## src/hw/rtl/fpfa_pkg.sv

```systemverilog
// Shared constants, codes and structs for the fixed partition fit allocator.
`default_nettype none

package fpfa_pkg;

  localparam int NUM_PART   = 64;
  localparam int SLOT_W     = 6;
  localparam int SIZE_W     = 16;
  localparam int WASTE_W    = 22;
  localparam int CNT_W      = 7;
  localparam int MODE_W     = 2;
  localparam int CMD_W      = 2;
  localparam int CFG_IDX_W  = 2;
  localparam int CFG_DATA_W = 7;

  typedef enum logic [CMD_W-1:0] {
    CMD_LOAD  = 2'd0,
    CMD_ALLOC = 2'd1,
    CMD_CLEAR = 2'd2
  } cmd_t;

  localparam logic [MODE_W-1:0] FIT_FIRST = 2'd0;
  localparam logic [MODE_W-1:0] FIT_BEST  = 2'd1;
  localparam logic [MODE_W-1:0] FIT_WORST = 2'd2;
  localparam logic [MODE_W-1:0] FIT_NONE  = 2'd3;

  localparam logic [CFG_IDX_W-1:0] REG_FIT_MODE   = 2'd0;
  localparam logic [CFG_IDX_W-1:0] REG_PART_COUNT = 2'd1;

  // Search token that walks the row of cells, one cell per cycle.
  typedef struct packed {
    logic              valid;
    logic              found;
    logic [SLOT_W-1:0] pos;
    logic [SIZE_W-1:0] best;
  } scan_tok_t;

  // Broadcast control from the sequencer to every cell.
  typedef struct packed {
    logic              load;
    logic              clear;
    logic              mark;
    logic [SLOT_W-1:0] addr;
    logic [SIZE_W-1:0] data;
    logic [SIZE_W-1:0] req;
    logic [MODE_W-1:0] mode;
    logic [CNT_W-1:0]  limit;
  } cell_ctl_t;

endpackage

`default_nettype wire

```

## src/hw/rtl/fpfa_cell.sv

```systemverilog
// One partition cell: holds a size and a used flag and updates the passing search token.
`default_nettype none

module fpfa_cell #(
  parameter int unsigned IDX = 0
) (
  input  wire                  clk,
  input  wire                  rst,
  input  fpfa_pkg::cell_ctl_t  ctl,
  input  fpfa_pkg::scan_tok_t  tok_in,
  output fpfa_pkg::scan_tok_t  tok_out
);
  import fpfa_pkg::*;

  localparam logic [CNT_W-1:0]  IDX_CNT  = CNT_W'(IDX);
  localparam logic [SLOT_W-1:0] IDX_SLOT = SLOT_W'(IDX);

  logic [SIZE_W-1:0] size;
  logic              used;
  logic [SIZE_W-1:0] left;
  logic              fits;
  logic              take;

  always_comb begin
    left = size - ctl.req;
    fits = tok_in.valid && (IDX_CNT < ctl.limit) && !used && (ctl.req <= size)
           && (ctl.mode != FIT_NONE);
    // First fit keeps the first candidate; the other modes replace on a strict win,
    // so ties stay with the lower index.
    take = fits && (!tok_in.found ||
                    (ctl.mode == FIT_BEST  && left < tok_in.best) ||
                    (ctl.mode == FIT_WORST && left > tok_in.best));
  end

  always_ff @(posedge clk) begin
    if (ctl.load && ctl.addr == IDX_SLOT) begin
      size <= ctl.data;
    end
  end

  always_ff @(posedge clk) begin
    if (rst) begin
      used <= 1'b0;
    end else if (ctl.clear) begin
      used <= 1'b0;
    end else if (ctl.mark && ctl.addr == IDX_SLOT) begin
      used <= 1'b1;
    end
  end

  always_ff @(posedge clk) begin
    if (rst) begin
      tok_out.valid <= 1'b0;
    end else if (take) begin
      tok_out <= '{valid: 1'b1, found: 1'b1, pos: IDX_SLOT, best: left};
    end else begin
      tok_out <= tok_in;
    end
  end

endmodule

`default_nettype wire

```

## config.mk

```make
export PLATFORM = sky130hd
export DESIGN_NAME = fpfa_cell
export DESIGN_NICKNAME = d
export VERILOG_FILES = /design/src/hw/rtl/fpfa_pkg.sv /design/src/hw/rtl/fpfa_cell.sv
export SDC_FILE = /design/constraint.sdc
export NUM_CORES = 1
export LEC_CHECK = 0
export BUFFER_PORTS_ARGS = -buffer_cell sky130_fd_sc_hd__buf_2
export CAP_MARGIN = 20
export CORE_MARGIN = 5
export CORE_UTILIZATION = 25
export CTS_CLUSTER_SIZE = 10
export DETAILED_ROUTE_END_ITERATION = 10
export HOLD_SLACK_MARGIN = 0.03
export SLEW_MARGIN = 0
export SYNTH_ARGS = -nofsm -noshare
export SYNTH_HDL_FRONTEND = slang
export SYNTH_SLANG_ARGS = --single-unit
```

## constraint.sdc

```tcl
create_clock -name clk -period 4.4 [get_ports clk]
set_input_delay 0.22 -clock clk [delete_from_list [all_inputs] [get_ports clk]]
set_output_delay 0.22 -clock clk [all_outputs]
set_load 0.01 [all_outputs]
```

==> run summary <==
Status -> complete, no violations
TritonCTS clock tree -> yes
Final worst path period share -> 93.51%
Max_cap viols -> 0
Vias/cell -> 4.410
Vias in the first global route -> 2,336
Endpoints failing hold -> 0
P_int -> 0.8883 mW
Adder and majority cell fraction of the synthesized area -> 14.83%
Total gr overflow -> 0
CTS root buffer -> clkbuf_16
Post-DR wirelength/cell -> 13.48 µm
Routed vias -> 2,280
H-tree depth -> 2
Layout Skew -> 0.007529 ns
Row count -> 38
Compound-Gate Fraction of Synth Area -> 12.36%
Buffers on Ports -> 99
Net Sw Power -> 0.2876 mW
Crit path from -> size[0]$_DFFE_PP_
Iter 0 DRT Violations -> 78
Total power -> 1.176 mW
Ports -> 100
CP Max Fanout -> 5
Comb power frac -> 20.1%
Fraction of layout cells with a size suffix above 1 -> 37.14%
Finish-stage setup viols -> 0
Top cells by area, synth -> edfxtp_1, ha_1, mux2_4, inv_1, a21oi_1
WP data required -> 4.44 ns
Yosys top cell area share -> 41.31%
Hold buffer count at CTS -> 0
Core area -> 10,980 µm²
Primary FF master, synth -> edfxtp_1
Worst setup SP type -> flop
Fin nets -> 485
Clk_lat worst skew -> 0.29 ns
Cell count of the worst hold path -> 2
Achievable Freq -> 0.2430 GHz
Num Clock Sinks -> 41
Worst Max-Slew Pin Slew -> 0.9114 ns
FF+latch count, synth -> 41
Worst hold margin -> 0.08372 ns
Diodes inserted -> 0
Clock slew at reported path FFs -> 0.07 ns
P_leak -> 1.803 nW
Fraction of registers with async set/reset -> 0%
Final ANT Viol Nets -> 0
Fin crit period -> 4.115 ns
Largest net degree at the start of global routing -> 24
Antenna violations before repair -> 0
Post-synth top area cell -> edfxtp_1
Register area share after synthesis -> 42.72%
Clock Path Buffers -> 2
Min-Delay Path Class -> in2reg
TritonRoute pass-1 iters -> 4
P&R area growth vs syn -> 33.36%
Setup CP Type -> reg2reg
Initial Util -> 25.81%
Switching Share -> 24.46%
Post-DP HPWL -> 5914 µm
WL final -> 6971 µm
Launch point of the worst reg-to-reg path -> size[0]$_DFFE_PP_
Post-synthesis xor/xnor area fraction -> 4.016%
Post-synthesis mux area share -> 8.208%
Post-synth EDFFs -> 39
Clock power share -> 41.5%
Post-synthesis instance total -> 265
Cell depth of the worst flop-to-flop path -> 17
Worst slew margin -> 39.17%
Synthesized area per cell -> 10.70 µm²
WP data arrival -> 4.15 ns
Synth unique cells -> 45
Post-Synth Simple-Gate Area -> 11.78%
Hold Crit Start -> ctl[48]
Syn_nets -> 374
VDD IR max -> 0.1501 mV
Die height -> 116.5 µm
Final slew viol count -> 0
Yosys Warn Count -> 0
Setup TNS -> 0 ns
Num CTS Buffers -> 5
Largest family of logic cells by synthesized area -> adder cells
Total die area -> 13,570 µm²
Cell Area, Synth -> 2835 µm²
All-Layer GR Usage -> 10.31%
Setup crit end kind -> flop
Remaining DRCs -> 0
Sequential share of power -> 38.4%
Placer Congestion -> 0.7712
PD cells -> 311.0 nW/µm²
Die width -> 116.5 µm
Global-route wire length before repair -> 10,920 µm
-- state kept, by name, indices dropped and copies added, names as in the netlist --
name,flops
used,1
tok_out,24
size,16
-- metal layers --
layer  GRT usage [%]  routed length [µm]
met4           2.320                  64
met3           2.435                 429
met2           18.04                3415
met5               0                   0
met1           12.90                3062
-- worst max-delay path, stage by stage, from the launching register on --
cell and delay, ns:
edfxtp_1 0.32, inv_1 0.04, ha_2 0.17, fa_2 0.34, and2b_1 0.21, o21ai_2 0.06
and2_4 0.18, o21ai_0 0.23, xor2_1 0.28, ha_1 0.29, nand2_1 0.13, o21ai_0 0.13
a221o_1 0.37, a211oi_2 0.17, mux2i_1 0.24, o221ai_2 0.18, buf_4 0.24, mux2_4 0.28
-- synth_stat cells (3+ instances only) --
cell      instances
inv_1            40
xnor2_1           7
nand2_1          20
nand3_1           6
xor2_1            6
edfxtp_1         39
and2_1            9
o21ai_0          10
a21oi_1          21
o21a_1            3
nand4_1           4
nor3_1            4
a31oi_1           3
a21o_1            4
mux2i_1           3
mux2_4           12
ha_1             32
nor2_1            8
-- repair_timing --
| item | CTS | global route |
|---|---|---|
| pin swaps | 0 | 8 |
| gates cloned | 0 | 1 |
| gates resized for setup | 1 | 12 |
| setup buffers | 0 | 1 |
| setup endpoints to repair | 7 | 22 |
| hold endpoints to repair | 0 | 0 |
-- layout by cell type (no fill, tap or decap), drive strengths merged, types with 2 or more instances in the layout --
cell,instances
bufinv,2
edfxtp,39
nor4,2
inv,41
nor2b,2
a211oi,2
dfxtp,2
a21oi,21
or4,2
nor3,4
mux2,14
and2,10
xor2,6
nand2,20
nand3,6
clkbuf,5
o21a,3
mux2i,3
ha,32
nand4,4
a31oi,3
nor2,8
a21o,4
buf,106
o21ai,11
xnor2,7
-- power groups by stage --
stage,registers (mW),logic [mW],clock network (mW)
4_1_cts,0.452,0.231,0.499
2_1_floorplan,0.468,0.135,0
3_5_place_dp,0.460,0.228,0
3_3_place_gp,0.460,0.225,0
6_report,0.451,0.236,0.488
5_1_grt,0.453,0.267,0.516
-- kinds of logic after synthesis --
kind of cell               Yosys count
and+or+nand+nor                     65
AOI/OAI and AO/OA                   54
buffers and inverters               42
DFF                                 41
adders and majority gates           33
muxes                               17
xor gates and xnor gates            13
-- stage by stage --
step | cell area (µm²) | cells | setup WS [ns] | util (%)
4_1_cts | 3720 | 515 | 0.05491 | 33.87
5_1_grt | 3781 | 517 | -0.01056 | 34.43
6_report | 3781 | 517 | 0.2855 | 34.43
3_5_place_dp | 3521 | 507 | -0.0001656 | 32.06
2_1_floorplan | 2835 | 265 | 0.2594 | -
3_3_place_gp | 3521 | 507 | 0.07290 | 32.06
-- final cells by class --
class,instances,area (µm²)
fill,1139,7202
inverter,40,150.1
sequential,41,1211
tap,140,175.2
timing repair buffer,106,559.3
clock buffer,5,125.1
clock inverter,3,68.82
multi-input combinational,182,1491
-- final timing paths --
| path | end | slack [ns] |
|---|---|---|
| worst max register to register | tok_out[5]$_DFFE_PN_ | 0.29 |
| worst max-delay path | tok_out[5]$_DFFE_PN_ | 0.29 |
| worst min-delay path | used$_SDFFE_PP0P_ | 0.08 |
| worst min register to register | used$_SDFFE_PP0P_ | 0.52 |
Note: power is estimated with default switching activity, not from simulation.
